<file path="src/rtl/gfa_pkg.sv">
// Shared types, constants and helper functions of the Gabor atom generator.
package gfa_pkg;

  typedef enum logic {
    OP_PRIMAL = 1'b0,
    OP_DUAL   = 1'b1
  } opcode_e;

  typedef enum logic [1:0] {
    QUAD_I   = 2'd0,
    QUAD_II  = 2'd1,
    QUAD_III = 2'd2,
    QUAD_IV  = 2'd3
  } quad_e;

  typedef enum logic [2:0] {
    REG_SHIFT_STEP    = 3'd0,
    REG_SHIFT_RECIP   = 3'd1,
    REG_SHIFT_INVROOT = 3'd2,
    REG_FREQ_STEP     = 3'd3
  } reg_idx_e;

  typedef struct packed {
    opcode_e            opcode;
    logic signed [15:0] freq_index;
    logic signed [15:0] time_index;
    logic signed [31:0] sample_time;
  } in_word_t;

  typedef struct packed {
    logic signed [31:0] value_real;
    logic signed [31:0] value_imag;
  } out_word_t;

  typedef struct packed {
    logic [31:0] shift_step;
    logic [31:0] shift_step_recip;
    logic [31:0] shift_step_inv_root;
    logic [31:0] freq_step;
  } cfg_t;

  localparam int          CORDIC_STEPS = 30;
  localparam int          CW           = 34;
  localparam logic [31:0] ONE_Q16      = 32'd65536;
  localparam logic [31:0] RESET_VAL    = 32'd65536;
  localparam logic [CW-1:0] CORDIC_X0  = 34'h026DD3B6A;

  typedef struct packed {
    logic signed [CW-1:0] x;
    logic signed [CW-1:0] y;
    logic signed [CW-1:0] z;
    quad_e                quad;
    logic [47:0]          amp;
  } cord_t;

  function automatic logic [31:0] atan_turn(input int step);
    logic [31:0] t [CORDIC_STEPS];
    t = '{32'h20000000, 32'h12E4051E, 32'h09FB385B, 32'h051111D4, 32'h028B0D43,
          32'h0145D7E1, 32'h00A2F61E, 32'h00517C55, 32'h0028BE53, 32'h00145F2F,
          32'h000A2F98, 32'h000517CC, 32'h00028BE6, 32'h000145F3, 32'h0000A2FA,
          32'h0000517D, 32'h000028BE, 32'h0000145F, 32'h00000A30, 32'h00000518,
          32'h0000028C, 32'h00000146, 32'h000000A3, 32'h00000051, 32'h00000029,
          32'h00000014, 32'h0000000A, 32'h00000005, 32'h00000003, 32'h00000001};
    return t[step];
  endfunction

  // hat(u): u on [0,1), 2-u on [1,2), 0 elsewhere
  function automatic logic [16:0] hat(input logic signed [42:0] u);
    logic signed [42:0] two;
    logic signed [42:0] r;
    two = 43'sd131072;
    r = two - u;
    if (u >= 43'sd0 && u < 43'sd65536) return u[16:0];
    if (u >= 43'sd65536 && u < 43'sd131072) return r[16:0];
    return 17'd0;
  endfunction

  // round Q4.30 to Q2.16 and clamp to [-1, 1]
  function automatic logic signed [17:0] clamp_unit(input logic signed [CW-1:0] v);
    logic signed [CW-1:0] r;
    r = (v + 34'sd8192) >>> 14;
    if (r > 34'sd65536) return 18'sd65536;
    if (r < -34'sd65536) return -18'sd65536;
    return r[17:0];
  endfunction

endpackage

</file>
<file path="src/rtl/gfa_back.sv">
// Quadrant fold, rounding and output scaling with saturation.
module gfa_back import gfa_pkg::*; (
  input  logic      clk_i,
  input  logic      rst_ni,
  input  logic      en_i,
  input  logic      valid_i,
  input  cord_t     cord_i,
  output logic      valid_o,
  output out_word_t word_o
);

  logic [1:0]         v_q;
  logic signed [17:0] cc, ss, c_d, s_d, c_q, s_q;
  logic [47:0]        amp_q;
  logic [16:0]        mc, ms;
  logic [48:0]        clo_q, slo_q;
  logic [32:0]        chi_q, shi_q;
  logic               cneg_q, sneg_q;

  assign cc = clamp_unit(cord_i.x);
  assign ss = clamp_unit(cord_i.y);

  always_comb begin
    case (cord_i.quad)
      QUAD_I:   begin c_d = cc;  s_d = ss;  end
      QUAD_II:  begin c_d = -ss; s_d = cc;  end
      QUAD_III: begin c_d = -cc; s_d = -ss; end
      QUAD_IV:  begin c_d = ss;  s_d = -cc; end
      default:  begin c_d = cc;  s_d = ss;  end
    endcase
  end

  assign mc = c_q[17] ? 17'(-c_q) : c_q[16:0];
  assign ms = s_q[17] ? 17'(-s_q) : s_q[16:0];

  function automatic logic [31:0] scale(input logic [32:0] hi, input logic [48:0] lo,
                                        input logic neg);
    logic [64:0] t;
    logic [48:0] m;
    logic [31:0] mag;
    t   = {hi, 32'd0} + 65'(lo);
    m   = t[64:16];
    mag = (m > 49'h80000000) ? 32'h80000000 : m[31:0];
    if (neg) return 32'(-mag);
    return (mag > 32'h7FFFFFFF) ? 32'h7FFFFFFF : mag;
  endfunction

  always_ff @(posedge clk_i or negedge rst_ni) begin
    if (!rst_ni) begin
      v_q <= '0;
    end else if (en_i) begin
      v_q <= {v_q[0], valid_i};
    end
  end

  always_ff @(posedge clk_i) begin
    if (en_i) begin
      c_q    <= c_d;
      s_q    <= s_d;
      amp_q  <= cord_i.amp;
      clo_q  <= amp_q[31:0] * mc;
      chi_q  <= amp_q[47:32] * mc;
      slo_q  <= amp_q[31:0] * ms;
      shi_q  <= amp_q[47:32] * ms;
      cneg_q <= c_q[17];
      sneg_q <= s_q[17];
    end
  end

  assign valid_o           = v_q[1];
  assign word_o.value_real = scale(chi_q, clo_q, cneg_q);
  assign word_o.value_imag = scale(shi_q, slo_q, sneg_q);

endmodule

</file>
<file path="config.mk">
export PLATFORM = sky130hd
export DESIGN_NAME = gfa_back
export DESIGN_NICKNAME = d
export VERILOG_FILES = /design/src/rtl/gfa_pkg.sv /design/src/rtl/gfa_back.sv
export SDC_FILE = /design/constraint.sdc
export NUM_CORES = 2
export LEC_CHECK = 0
export ABC_AREA = 0
export ABC_CLOCK_PERIOD_IN_PS = 8000
export BUFFER_PORTS_ARGS = -buffer_cell sky130_fd_sc_hd__buf_2
export CAP_MARGIN = 20
export CORE_ASPECT_RATIO = 1.5
export CORE_MARGIN = 1
export CORE_UTILIZATION = 45
export CTS_CLUSTER_DIAMETER = 120
export DETAILED_ROUTE_END_ITERATION = 6
export PLACE_DENSITY_LB_ADDON = 0.2
export SLEW_MARGIN = 20
export SYNTH_ARGS = -nofsm -noshare
export SYNTH_HDL_FRONTEND = slang
export SYNTH_SLANG_ARGS = --single-unit
</file>
<file path="constraint.sdc">
create_clock -name clk_i -period 8 [get_ports clk_i]
set_clock_uncertainty 0.05 [all_clocks]
set_input_delay 0 -clock clk_i [delete_from_list [all_inputs] [get_ports clk_i]]
set_output_delay 0 -clock clk_i [all_outputs]
set_load 0.01 [all_outputs]
</file>
==> out/metrics.yaml <==
die:
  core_area_sq_um: 143000
  start_util_pct: 45.4
  num_rows: 170
  boundaryPins: 221
  fp.dieH_microns: 468
  die_w_microns: 313
  dieArea_sq_um: 146000
critical_path:
  crit_path_start_kind: "register"
  cp_num_cells: 28
  arrival_ps: 8640
  r2r_slack_ps: -300
  worstPathRequired_ps: 8340
  rr_worst_depth: 28
  slowest_stage: "fa_2"
  worstReg2RegStart: "s_q[3]"
  reg2reg_to: "slo_q[40]"
  path_delay_family: "adder cells"
  cp_num_buf_inv: 5
  cp_max_fo: 4
  end_kind: "register"
  slowest_delay_ps: 590
  crit_type: "register to register"
global_route:
  grt_pass1_vias: 56300
  grt_pass1_wl_microns: 296000
  grt_max_degree: 114
  grt-ovfl-total: 0
  grtUsageTotal_pct: 25.8
  antenna_found_initial: 8
yosys:
  ys_warn_count: 0
  async_flop_share_pct: 0.909
  ys_seq_area_share_pct: 10.1
  synth.avg_cell_area_sq_um: 8.75
  synthTopCellsByArea: "fa_1 (40%), edfxtp_1 (10%), inv_1 (9.6%)"
  dominantRegCellSynth: "edfxtp_1"
  synth_top_family_by_area: "adder cells"
  postSynthCellCount: 7442
  synth_commonest_cells: "inv_1 (1658), fa_1 (1312), nand2_1 (1276)"
  synth_compound_area_share_pct: 7.10
  synth_cell_types: 81
  synth_seq_cells: 220
  syn-num-nets: 9404
  synth_mux_area_share_pct: 0.411
  synthMostInstantiatedCell: "inv_1"
  synth_fa_ha_area_share_pct: 49.8
  synth_top_area_share_pct: 40.3
  synth.largest_area_cell: "fa_1"
  syn_area_sq_um: 65100
  synth-simple-area-share_pct: 17.2
  synth-edff-count: 218
  synth_xor_area_share_pct: 3.48
sta:
  finalMaxSlewViolations: 0
  hold_viol_final: 0
  tightest_slew_ps: 1130
  totalNegativeSetupSlack_ps: -4510
  slew_headroom_pct: 24.8
  fin_crit_sh_pct: 104
  setup_viol: 34
  period_needed_ps: 8300
  rsz0062_at_grt: "yes"
  fin_ws_ps: -303
  fmax_ghz: 0.120
clocking:
  cts_num_sinks: 220
  cts_inserted_buffers: 29
  clock_latency_ps: 640
  cts_buffer_depth: 3
  cts.clk_slew.worst_paths_ps: 70
  htreeDepth: 1
  root_buffer: "clkbuf_16"
  cts_tree: "done"
drt:
  ant_nets: 0
  drc: 4
  drtPass1Iterations: 7
  wl_per_cell_microns: 19.1
  vias_per_cell: 5.32
  drt_iter0_drc: 2906
  finalWirelength_microns: 186000
  num_vias: 51800
job:
  maxCapViolations: 0
finish:
  final_nets: 9789
  finish.utilization_pct: 52.3
  drive_gt1_share_pct: 13.1
  synthToLayoutAreaGrowth_pct: 15.1
place:
  gp_congestion: 0.925
  dp_hpwl_microns: 148000
  pre_cts_ws_ps: -452
  port_buffers: 160
min_path:
  hold_path_end: "amp_q[32]"
  hp-class: "input port to register"
  hold_path_depth: 2
  min_from: "cord_i[32]"
outcome:
  violations: "DRC, setup timing"
  outcome: "finished with violations"
==> area by class of cell <==
cell class	instances	area [sq um]
inverter	1659	6230
clock inverter	23	215
timing repair buffer	740	6330
clock buffer	30	729
tap	1892	2370
fill	13500	68400
antenna	2	5.00
sequential	220	6600
multi-input combinational	5177	52500
==> state kept, by name (all words and copies together) (netlist names) <==
register / count
cneg_q: 1
slo_q: 33
clo_q: 33
amp_q: 48
s_q: 18
sneg_q: 1
c_q: 18
shi_q: 33
chi_q: 33
v_q: 2
==> worst max path at each step <==
stage,startpoint,endpoint,slack [ps]
floorplan,s_q[4],slo_q[48],-30
global placement,s_q[6],slo_q[48],-280
detailed placement,c_q[2],clo_q[43],-450
CTS,s_q[3],slo_q[48],-200
global route,s_q[3],slo_q[40],-510
finish,s_q[3],slo_q[40],-300
==> worst reg2reg max path: cells and delay by family, from the launching register on <==
family | cells | cell delay [ps]
adders and majority gates | 7 | 2990
AOI/OAI and AO/OA | 7 | 1920
and+or+nand+nor | 7 | 1900
buffers and inverters | 5 | 500
DFF | 1 | 390
xor gates and xnor gates | 2 | 300
==> layer usage <==
metal / vias to the layer above / track usage [%] / routed length [microns]
li1: 23400 / - / -
met1: 26500 / 27.6 / 66200
met2: 1389 / 50.1 / 102000
met3: 504 / 2.43 / 7700
met4: 10 / 12.5 / 10200
met5: - / 0 / 63
==> what timing repair did <==
| item | CTS | global route |
|---|---|---|
| hold endpoints to repair | 162 | 0 |
| pin swaps | 89 | 147 |
| setup endpoints to repair | 55 | 67 |
| hold buffers | 65 | 0 |
| setup buffers | 34 | 46 |
| gates cloned | 3 | 4 |
| gates resized for setup | 133 | 207 |
==> per-stage QoR <==
step / std cells / hold WS [ps] / cell area [sq um]
after floorplan: 7442 / -346 / 65200
after global placement: 9546 / -265 / 71000
after detailed placement: 9546 / -260 / 71000
after CTS: 9700 / 0.343 / 73500
after global routing: 9742 / 21.2 / 74900
final: 9743 / 35.3 / 74900
==> placed cells by master, fill, tap and decap left out, types with 20 or more instances in the layout <==
cell / instances
nor2b_1: 21
buf_12: 58
dlygate4sd3_1: 65
a211oi_1: 28
xnor2_1: 134
nand4_1: 36
nand2_1: 1262
o22ai_1: 22
ha_1: 471
a21oi_1: 132
nor3_1: 65
xnor2_2: 27
o21a_1: 44
a21oi_2: 24
inv_1: 1634
inv_2: 24
nand3_1: 65
fa_1: 1284
a21o_1: 46
o21ai_0: 137
nor2_1: 181
or3_1: 23
buf_6: 35
edfxtp_1: 218
a31oi_1: 24
and2_1: 520
buf_2: 159
buf_4: 412
clkbuf_16: 34
and3_1: 27
nand2b_1: 50
xor2_1: 87
fa_2: 28
mux2i_1: 20
==> logic make-up (layout without fill, tap and decap cells) <==
family / count (synthesis) / in the layout
and+or+nand+nor: 2386 / 2386
buffers and inverters: 2045 / 2452
adders and majority gates: 1806 / 1806
other: 0 / 2
muxes: 26 / 26
AOI/OAI and AO/OA: 700 / 700
DFF: 220 / 220
xor gates and xnor gates: 259 / 259
Power is left out: the tool's default activity adds up to more than one toggle a clock period on the data nets, which glitch-free logic cannot reach.
