### src/rtl/gfa_pkg.sv
// Shared types, constants and helper functions of the Gabor atom generator.
package gfa_pkg;

  typedef enum logic {
    OP_PRIMAL = 1'b0,
    OP_DUAL   = 1'b1
  } opcode_e;

  typedef enum logic [1:0] {
    QUAD_I   = 2'd0,
    QUAD_II  = 2'd1,
    QUAD_III = 2'd2,
    QUAD_IV  = 2'd3
  } quad_e;

  typedef enum logic [2:0] {
    REG_SHIFT_STEP    = 3'd0,
    REG_SHIFT_RECIP   = 3'd1,
    REG_SHIFT_INVROOT = 3'd2,
    REG_FREQ_STEP     = 3'd3
  } reg_idx_e;

  typedef struct packed {
    opcode_e            opcode;
    logic signed [15:0] freq_index;
    logic signed [15:0] time_index;
    logic signed [31:0] sample_time;
  } in_word_t;

  typedef struct packed {
    logic signed [31:0] value_real;
    logic signed [31:0] value_imag;
  } out_word_t;

  typedef struct packed {
    logic [31:0] shift_step;
    logic [31:0] shift_step_recip;
    logic [31:0] shift_step_inv_root;
    logic [31:0] freq_step;
  } cfg_t;

  localparam int          CORDIC_STEPS = 30;
  localparam int          CW           = 34;
  localparam logic [31:0] ONE_Q16      = 32'd65536;
  localparam logic [31:0] RESET_VAL    = 32'd65536;
  localparam logic [CW-1:0] CORDIC_X0  = 34'h026DD3B6A;

  typedef struct packed {
    logic signed [CW-1:0] x;
    logic signed [CW-1:0] y;
    logic signed [CW-1:0] z;
    quad_e                quad;
    logic [47:0]          amp;
  } cord_t;

  function automatic logic [31:0] atan_turn(input int step);
    logic [31:0] t [CORDIC_STEPS];
    t = '{32'h20000000, 32'h12E4051E, 32'h09FB385B, 32'h051111D4, 32'h028B0D43,
          32'h0145D7E1, 32'h00A2F61E, 32'h00517C55, 32'h0028BE53, 32'h00145F2F,
          32'h000A2F98, 32'h000517CC, 32'h00028BE6, 32'h000145F3, 32'h0000A2FA,
          32'h0000517D, 32'h000028BE, 32'h0000145F, 32'h00000A30, 32'h00000518,
          32'h0000028C, 32'h00000146, 32'h000000A3, 32'h00000051, 32'h00000029,
          32'h00000014, 32'h0000000A, 32'h00000005, 32'h00000003, 32'h00000001};
    return t[step];
  endfunction

  // hat(u): u on [0,1), 2-u on [1,2), 0 elsewhere
  function automatic logic [16:0] hat(input logic signed [42:0] u);
    logic signed [42:0] two;
    logic signed [42:0] r;
    two = 43'sd131072;
    r = two - u;
    if (u >= 43'sd0 && u < 43'sd65536) return u[16:0];
    if (u >= 43'sd65536 && u < 43'sd131072) return r[16:0];
    return 17'd0;
  endfunction

  // round Q4.30 to Q2.16 and clamp to [-1, 1]
  function automatic logic signed [17:0] clamp_unit(input logic signed [CW-1:0] v);
    logic signed [CW-1:0] r;
    r = (v + 34'sd8192) >>> 14;
    if (r > 34'sd65536) return 18'sd65536;
    if (r < -34'sd65536) return -18'sd65536;
    return r[17:0];
  endfunction

endpackage

### src/rtl/gfa_cordic_cell.sv
// One rotation step of the CORDIC chain.
module gfa_cordic_cell import gfa_pkg::*; #(
  parameter int STEP = 0
) (
  input  logic  clk_i,
  input  logic  rst_ni,
  input  logic  en_i,
  input  logic  valid_i,
  input  cord_t cord_i,
  output logic  valid_o,
  output cord_t cord_o
);

  localparam logic signed [CW-1:0] ATAN = $signed(CW'(atan_turn(STEP)));

  logic signed [CW-1:0] xs, ys;
  cord_t                nxt;

  assign xs = cord_i.x >>> STEP;
  assign ys = cord_i.y >>> STEP;

  always_comb begin
    nxt = cord_i;
    if (!cord_i.z[CW-1]) begin
      nxt.x = cord_i.x - ys;
      nxt.y = cord_i.y + xs;
      nxt.z = cord_i.z - ATAN;
    end else begin
      nxt.x = cord_i.x + ys;
      nxt.y = cord_i.y - xs;
      nxt.z = cord_i.z + ATAN;
    end
  end

  always_ff @(posedge clk_i or negedge rst_ni) begin
    if (!rst_ni) begin
      valid_o <= 1'b0;
    end else if (en_i) begin
      valid_o <= valid_i;
    end
  end

  always_ff @(posedge clk_i) begin
    if (en_i) begin
      cord_o <= nxt;
    end
  end

endmodule

### config.mk
export PLATFORM = sky130hd
export DESIGN_NAME = gfa_cordic_cell
export DESIGN_NICKNAME = d
export VERILOG_FILES = /design/src/rtl/gfa_pkg.sv /design/src/rtl/gfa_cordic_cell.sv
export SDC_FILE = /design/constraint.sdc
export NUM_CORES = 1
export LEC_CHECK = 0
export ABC_AREA = 1
export BUFFER_PORTS_ARGS = -buffer_cell sky130_fd_sc_hd__buf_2
export CAP_MARGIN = 25
export CORE_UTILIZATION = 49
export CTS_BUF_LIST = sky130_fd_sc_hd__clkbuf_8 sky130_fd_sc_hd__clkbuf_16
export DETAILED_ROUTE_END_ITERATION = 16
export HOLD_SLACK_MARGIN = 0.02
export PLACE_DENSITY = 0.88
export RECOVER_POWER = 100
export SLEW_MARGIN = 5
export SYNTH_ARGS = -nofsm -noshare
export SYNTH_HDL_FRONTEND = slang
export SYNTH_SLANG_ARGS = --single-unit
### constraint.sdc
create_clock -name clk_i -period 0.8 [get_ports clk_i]
set_input_delay 0.12 -clock clk_i [delete_from_list [all_inputs] [get_ports clk_i]]
set_output_delay 0.12 -clock clk_i [all_outputs]
set_load 0.02 [all_outputs]
==> results of run 1 <==
==> metal layers <==
metal | track usage, % | overflow
met1 | 88.4 | 39
met2 | 125 | 1270
met3 | 78.6 | 43
met4 | 117 | 457
met5 | 52.8 | 5
==> cells by family after synthesis <==
logic type	Yosys count	synth area share [%]
buffers and inverters	247	8.63
XOR/XNOR	30	2.22
multiplexers	3	0.265
flip-flops	152	38.6
AND/OR/NAND/NOR	735	26.3
adder cells (fa/ha/maj)	106	11.5
AO/OA/AOI/OAI	274	12.5
==> what timing repair did <==
action                                 CTS
pin swaps                              181
resized for setup                      606
endpoints found under the hold margin   81
hold buffers                            82
setup endpoints to repair              219
setup buffers                           52
gates cloned                             0
==> through the flow <==
stage                     worst slack, ns  hold WS, ns  cells  util, %
after floorplan                    -0.893       -0.176   1547        -
after detailed placement            -1.36       -0.104   2423     72.1
after global placement              -1.31       -0.105   2423     72.1
after CTS                          -0.698       0.0535   2586     88.8
==> flow_results.xml, run 1 <==
<?xml version="1.0" encoding="UTF-8"?>
<metrics>
  <group name="status">
    <metric name="status" unit="">did not finish</metric>
    <metric name="failed_stage" unit="">global routing (5_1_grt)</metric>
    <metric name="flow.first_error" unit="">[ERROR GRT-0232] Routing congestion too high. Check the congestion heatmap in the GUI.</metric>
  </group>
  <group name="synth">
    <metric name="synth_top_cells_by_count" unit="">392 x nand2_1, 203 x inv_1, 151 x edfxtp_1, 146 x nand3_1, 145 x nor2_1</metric>
    <metric name="post-synth-top-area-fraction" unit="%">38.4</metric>
    <metric name="synth_enable_flop_cells" unit="">151</metric>
    <metric name="synthDominantAreaCellType" unit="">edfxtp_1</metric>
    <metric name="post_synth_main_area_contributors" unit="">edfxtp_1 38%, nand2_1 12%, ha_1 11%, inv_1 6.5%, nand3_1 6.2%</metric>
    <metric name="syn_avg_cell_area" unit="sq um">7.63</metric>
    <metric name="total_of_warnings_raised_by_yosys" unit="">0</metric>
    <metric name="synthDistinctLibCells" unit="">45</metric>
    <metric name="syn-cell-area" unit="sq um">11800</metric>
    <metric name="synth.ff_latch_count" unit="">152</metric>
    <metric name="postSynth.topFlopCell" unit="">edfxtp_1</metric>
    <metric name="cell_count_after_synthesis" unit="">1547</metric>
    <metric name="most_instantiated_library_cell_after_synthesis" unit="">nand2_1</metric>
    <metric name="synth_seq_area_share" unit="%">38.6</metric>
    <metric name="postSynthNetCount" unit="">1809</metric>
    <metric name="postSynth.asyncResetShare" unit="%">0.658</metric>
  </group>
  <group name="placed_design">
    <metric name="dp_hpwl" unit="mm">37.9</metric>
    <metric name="port_buffers" unit="">308</metric>
    <metric name="post_dp_cell_area" unit="sq um">17000</metric>
    <metric name="place.gp.congestion" unit="">0.970</metric>
  </group>
  <group name="floorplanning">
    <metric name="pin_count" unit="">309</metric>
    <metric name="die-width" unit="microns">157</metric>
    <metric name="std_cell_rows" unit="">56</metric>
    <metric name="die_y" unit="microns">157</metric>
    <metric name="initial_utilization" unit="%">50.2</metric>
  </group>
  <group name="clock_network">
    <metric name="clk_root_buffer_cell" unit="">clkbuf_16</metric>
    <metric name="cts_inserted_buffers" unit="">17</metric>
    <metric name="cts_buffer_depth" unit="">2</metric>
    <metric name="htreeDepth" unit="">4</metric>
    <metric name="clkSinkCount" unit="">152</metric>
  </group>
  <group name="global_route">
    <metric name="grt_start_max_net_pins" unit="">37</metric>
    <metric name="overflow" unit="">1814</metric>
    <metric name="groute.usage.overall" unit="%">99.4</metric>
  </group>
</metrics>
==> run 2, diff against run 1 <==
CORE_UTILIZATION = 35   (was 49)
CTS_BUF_LIST = not set   (was sky130_fd_sc_hd__clkbuf_8 sky130_fd_sc_hd__clkbuf_16)
HOLD_SLACK_MARGIN = not set   (was 0.02)
PLACE_DENSITY = not set   (was 0.88)
PLACE_DENSITY_LB_ADDON = 0.15   (was not set)
clock period = 1.05 ns   (was 0.8 ns; I/O delays follow)
==> flow_results.xml, run 2 <==
<?xml version="1.0" encoding="UTF-8"?>
<metrics>
  <group name="status">
    <metric name="status" unit="">complete, but fails checks</metric>
    <metric name="violations" unit="">negative setup slack</metric>
  </group>
  <group name="synth">
    <metric name="postSynth.topFlopCell" unit="">edfxtp_1</metric>
    <metric name="syn-cell-area" unit="sq um">11800</metric>
    <metric name="post-synth-top-area-fraction" unit="%">38.4</metric>
    <metric name="synthDistinctLibCells" unit="">45</metric>
    <metric name="post_synth_main_area_contributors" unit="">edfxtp_1 38%, nand2_1 12%, ha_1 11%, inv_1 6.5%, nand3_1 6.2%</metric>
    <metric name="synth.ff_latch_count" unit="">152</metric>
    <metric name="postSynth.asyncResetShare" unit="%">0.658</metric>
    <metric name="postSynthNetCount" unit="">1809</metric>
    <metric name="synth_top_cells_by_count" unit="">392 x nand2_1, 203 x inv_1, 151 x edfxtp_1, 146 x nand3_1, 145 x nor2_1</metric>
    <metric name="synthDominantAreaCellType" unit="">edfxtp_1</metric>
    <metric name="total_of_warnings_raised_by_yosys" unit="">0</metric>
    <metric name="synth_seq_area_share" unit="%">38.6</metric>
    <metric name="most_instantiated_library_cell_after_synthesis" unit="">nand2_1</metric>
    <metric name="syn_avg_cell_area" unit="sq um">7.63</metric>
    <metric name="cell_count_after_synthesis" unit="">1547</metric>
    <metric name="synth_enable_flop_cells" unit="">151</metric>
  </group>
  <group name="pwr">
    <metric name="power_leakage" unit="nW">10.3</metric>
    <metric name="vdd_drop_max" unit="mV">1.18</metric>
    <metric name="total_power" unit="mW">26.7</metric>
    <metric name="power_density" unit="nW/um^2">1170</metric>
  </group>
  <group name="cells_and_area">
    <metric name="largest_register_ffs" unit="">151</metric>
    <metric name="antenna_cells" unit="">0</metric>
    <metric name="seqCellArea" unit="sq um">4560</metric>
    <metric name="multiInputGateArea" unit="sq um">9470</metric>
    <metric name="reg.largest.list" unit="">cord_o: 151 flops, valid_o: 1 flops</metric>
    <metric name="final_layout_size_suffix_gt1_share" unit="%">57.0</metric>
    <metric name="layout.cells.most_common" unit="">buf_4</metric>
    <metric name="regMostFlops" unit="">cord_o</metric>
    <metric name="area_delta_synth_final" unit="%">92.9</metric>
    <metric name="nNetsFinal" unit="">2561</metric>
    <metric name="top_library_cells_by_usage_in_the_layout_fill_and_taps_aside" unit="">303 x buf_4, 230 x nand2_1, 195 x buf_6, 151 x edfxtp_1, 129 x buf_2</metric>
    <metric name="fillcell_total" unit="">2459</metric>
  </group>
  <group name="routing">
    <metric name="drt-total-wl" unit="mm">53.8</metric>
    <metric name="dr.pass1.iters" unit="">5</metric>
    <metric name="vias" unit="">14058</metric>
    <metric name="postRouteAntennaNets" unit="">0</metric>
    <metric name="detail_routed_net_length_per_standard_cell" unit="microns">19.5</metric>
    <metric name="drc_errors" unit="">0</metric>
    <metric name="viasPerCell" unit="">5.10</metric>
    <metric name="initialDrtViolationCount" unit="">781</metric>
  </group>
  <group name="setup_path">
    <metric name="startpoint_class" unit="">input port</metric>
    <metric name="required" unit="ns">1.25</metric>
    <metric name="critPathArrivalTime" unit="ns">1.88</metric>
    <metric name="critPathKind" unit="">in2reg</metric>
    <metric name="cp_max_fo" unit="">8</metric>
    <metric name="setup.worst_path.end_class" unit="">register</metric>
  </group>
  <group name="placed_design">
    <metric name="place.gp.congestion" unit="">0.918</metric>
    <metric name="port_buffers" unit="">308</metric>
    <metric name="dp_hpwl" unit="mm">38.4</metric>
  </group>
  <group name="sta">
    <metric name="timing.final.crit_share" unit="%">159</metric>
    <metric name="hold_slack_final" unit="ns">0.0207</metric>
    <metric name="setup_viol_count_final" unit="">217</metric>
    <metric name="slew_headroom" unit="%">53.4</metric>
    <metric name="worstMarginPinSlew" unit="ns">0.699</metric>
    <metric name="timing.clock.skew" unit="ns">0</metric>
    <metric name="highest_clock_rate" unit="GHz">0.597</metric>
    <metric name="layout_setup_ws" unit="ns">-0.624</metric>
    <metric name="slew_violations" unit="">0</metric>
    <metric name="final_hold_viol_count" unit="">0</metric>
    <metric name="period_needed" unit="ns">1.67</metric>
    <metric name="setup_repair_after_global_routing_missed_its_margin" unit="">yes</metric>
  </group>
  <group name="clock_network">
    <metric name="clkSinkCount" unit="">152</metric>
    <metric name="clk_pin_slew" unit="ns">0.07</metric>
    <metric name="tritoncts" unit="">yes</metric>
    <metric name="clk-insertion-delay-late" unit="ns">0.44</metric>
    <metric name="cts_inserted_buffers" unit="">17</metric>
    <metric name="htreeDepth" unit="">4</metric>
    <metric name="cts_buffer_depth" unit="">2</metric>
    <metric name="clk_root_buffer_cell" unit="">clkbuf_16</metric>
  </group>
  <group name="floorplanning">
    <metric name="die_y" unit="microns">186</metric>
    <metric name="pin_count" unit="">309</metric>
    <metric name="std_cell_rows" unit="">66</metric>
    <metric name="initial_utilization" unit="%">35.9</metric>
    <metric name="core-area" unit="sq um">32900</metric>
    <metric name="die-area" unit="sq um">34500</metric>
    <metric name="die-width" unit="microns">186</metric>
  </group>
  <group name="min_path">
    <metric name="holdCritPathClass" unit="">in2async</metric>
  </group>
  <group name="global_route">
    <metric name="grt_pass1_wl" unit="mm">74.0</metric>
    <metric name="first_global_vias" unit="">13688</metric>
    <metric name="grt_start_max_net_pins" unit="">51</metric>
    <metric name="groute.usage.overall" unit="%">28.4</metric>
    <metric name="antenna_found_initial" unit="">0</metric>
    <metric name="overflow" unit="">0</metric>
  </group>
  <group name="job">
    <metric name="max_cap_violations" unit="">0</metric>
  </group>
</metrics>
[run 2: metrics by stage]
| stage | std cells | util, % | setup WS [ns] | area [sq um] | TNS, ns |
|---|---|---|---|---|---|
| 4_1_cts | 2729 | 64.1 | -0.530 | 21100 | -39.67 |
| 6_report | 2754 | 69.3 | -0.624 | 22800 | -45.32 |
| 5_1_grt | 2754 | 69.3 | -0.714 | 22800 | -52.96 |
| 3_5_place_dp | 2576 | 52.9 | -1.25 | 17400 | -65.54 |
| 3_3_place_gp | 2576 | 52.9 | -1.22 | 17400 | -64.35 |
| 2_1_floorplan | 1547 | - | -0.681 | 13100 | -35.34 |
[run 2: area by class of cell]
cell class / instances / area share (%)
Multi-Input combinational cell: 1148 / 41.6
Clock buffer: 17 / 1.87
Tap cell: 442 / 2.43
Sequential cell: 152 / 20.0
Clock inverter: 15 / 0.709
Inverter: 206 / 4.09
Timing Repair Buffer: 774 / 29.3
[run 2: cells by family after synthesis]
logic type | count (synthesis) | synth area share (%)
xor gates and xnor gates | 30 | 2.22
AOI/OAI and AO/OA | 274 | 12.5
adders and majority gates | 106 | 11.5
muxes | 3 | 0.265
buffers and inverters | 247 | 8.63
DFF | 152 | 38.6
and+or+nand+nor | 735 | 26.3
[run 2: layer usage]
layer  part of all wire (%)  GRT usage, %  vias up
met5                      0             0        -
met4                    4.9          10.6        0
met3                    6.1          2.90      149
met2                     48          49.5      564
met1                     41          36.0     6684
li1                       -             -     6661
[run 2: worst paths after layout]
kind,end,from,slack [ns],depth (start not counted)
max in group asynchronous,valid_o,rst_ni,0.95,2
worst min-delay path,valid_o,rst_ni,0.02,2
worst max register to register,valid_o,valid_o,0.27,1
worst max-delay path,cord_o[150],cord_i[91],-0.62,13
min in group clk_i,cord_o[80],cord_i[80],0.09,2
worst min register to register,valid_o,valid_o,0.56,1
[run 2: worst max-delay path, stage by stage]
cell and delay (ns):
buf_6 0.08, inv_2 0.04, ha_4 0.32, nor2_2 0.24, nand2_2 0.16, o21ai_4 0.22, nand2_2 0.13, nand2_4 0.15
nand2_4 0.08, nand2_1 0.08, nand2_1 0.08, nand3_1 0.09, nand2_1 0.05
[run 2: timing repair]
action / 4_1_cts / 5_1_grt
gates cloned: 0 / 0
endpoints found under the hold margin: 81 / 0
setup buffers: 45 / 27
hold buffers: 81 / 0
gates resized for setup: 541 / 416
pin swaps: 177 / 142
endpoints found under the setup margin: 217 / 217
[run 2: report_power, final]
group / internal [mW] / leakage (nW) / switching [mW]
Clock: 3.36 / 0.276 / 3.05
Sequential: 7.51 / 1.49 / 0.338
Combinational: 5.64 / 8.55 / 6.77
Total: 16.5 / 10.3 / 10.2
Note: power is estimated with default switching activity, not from simulation.
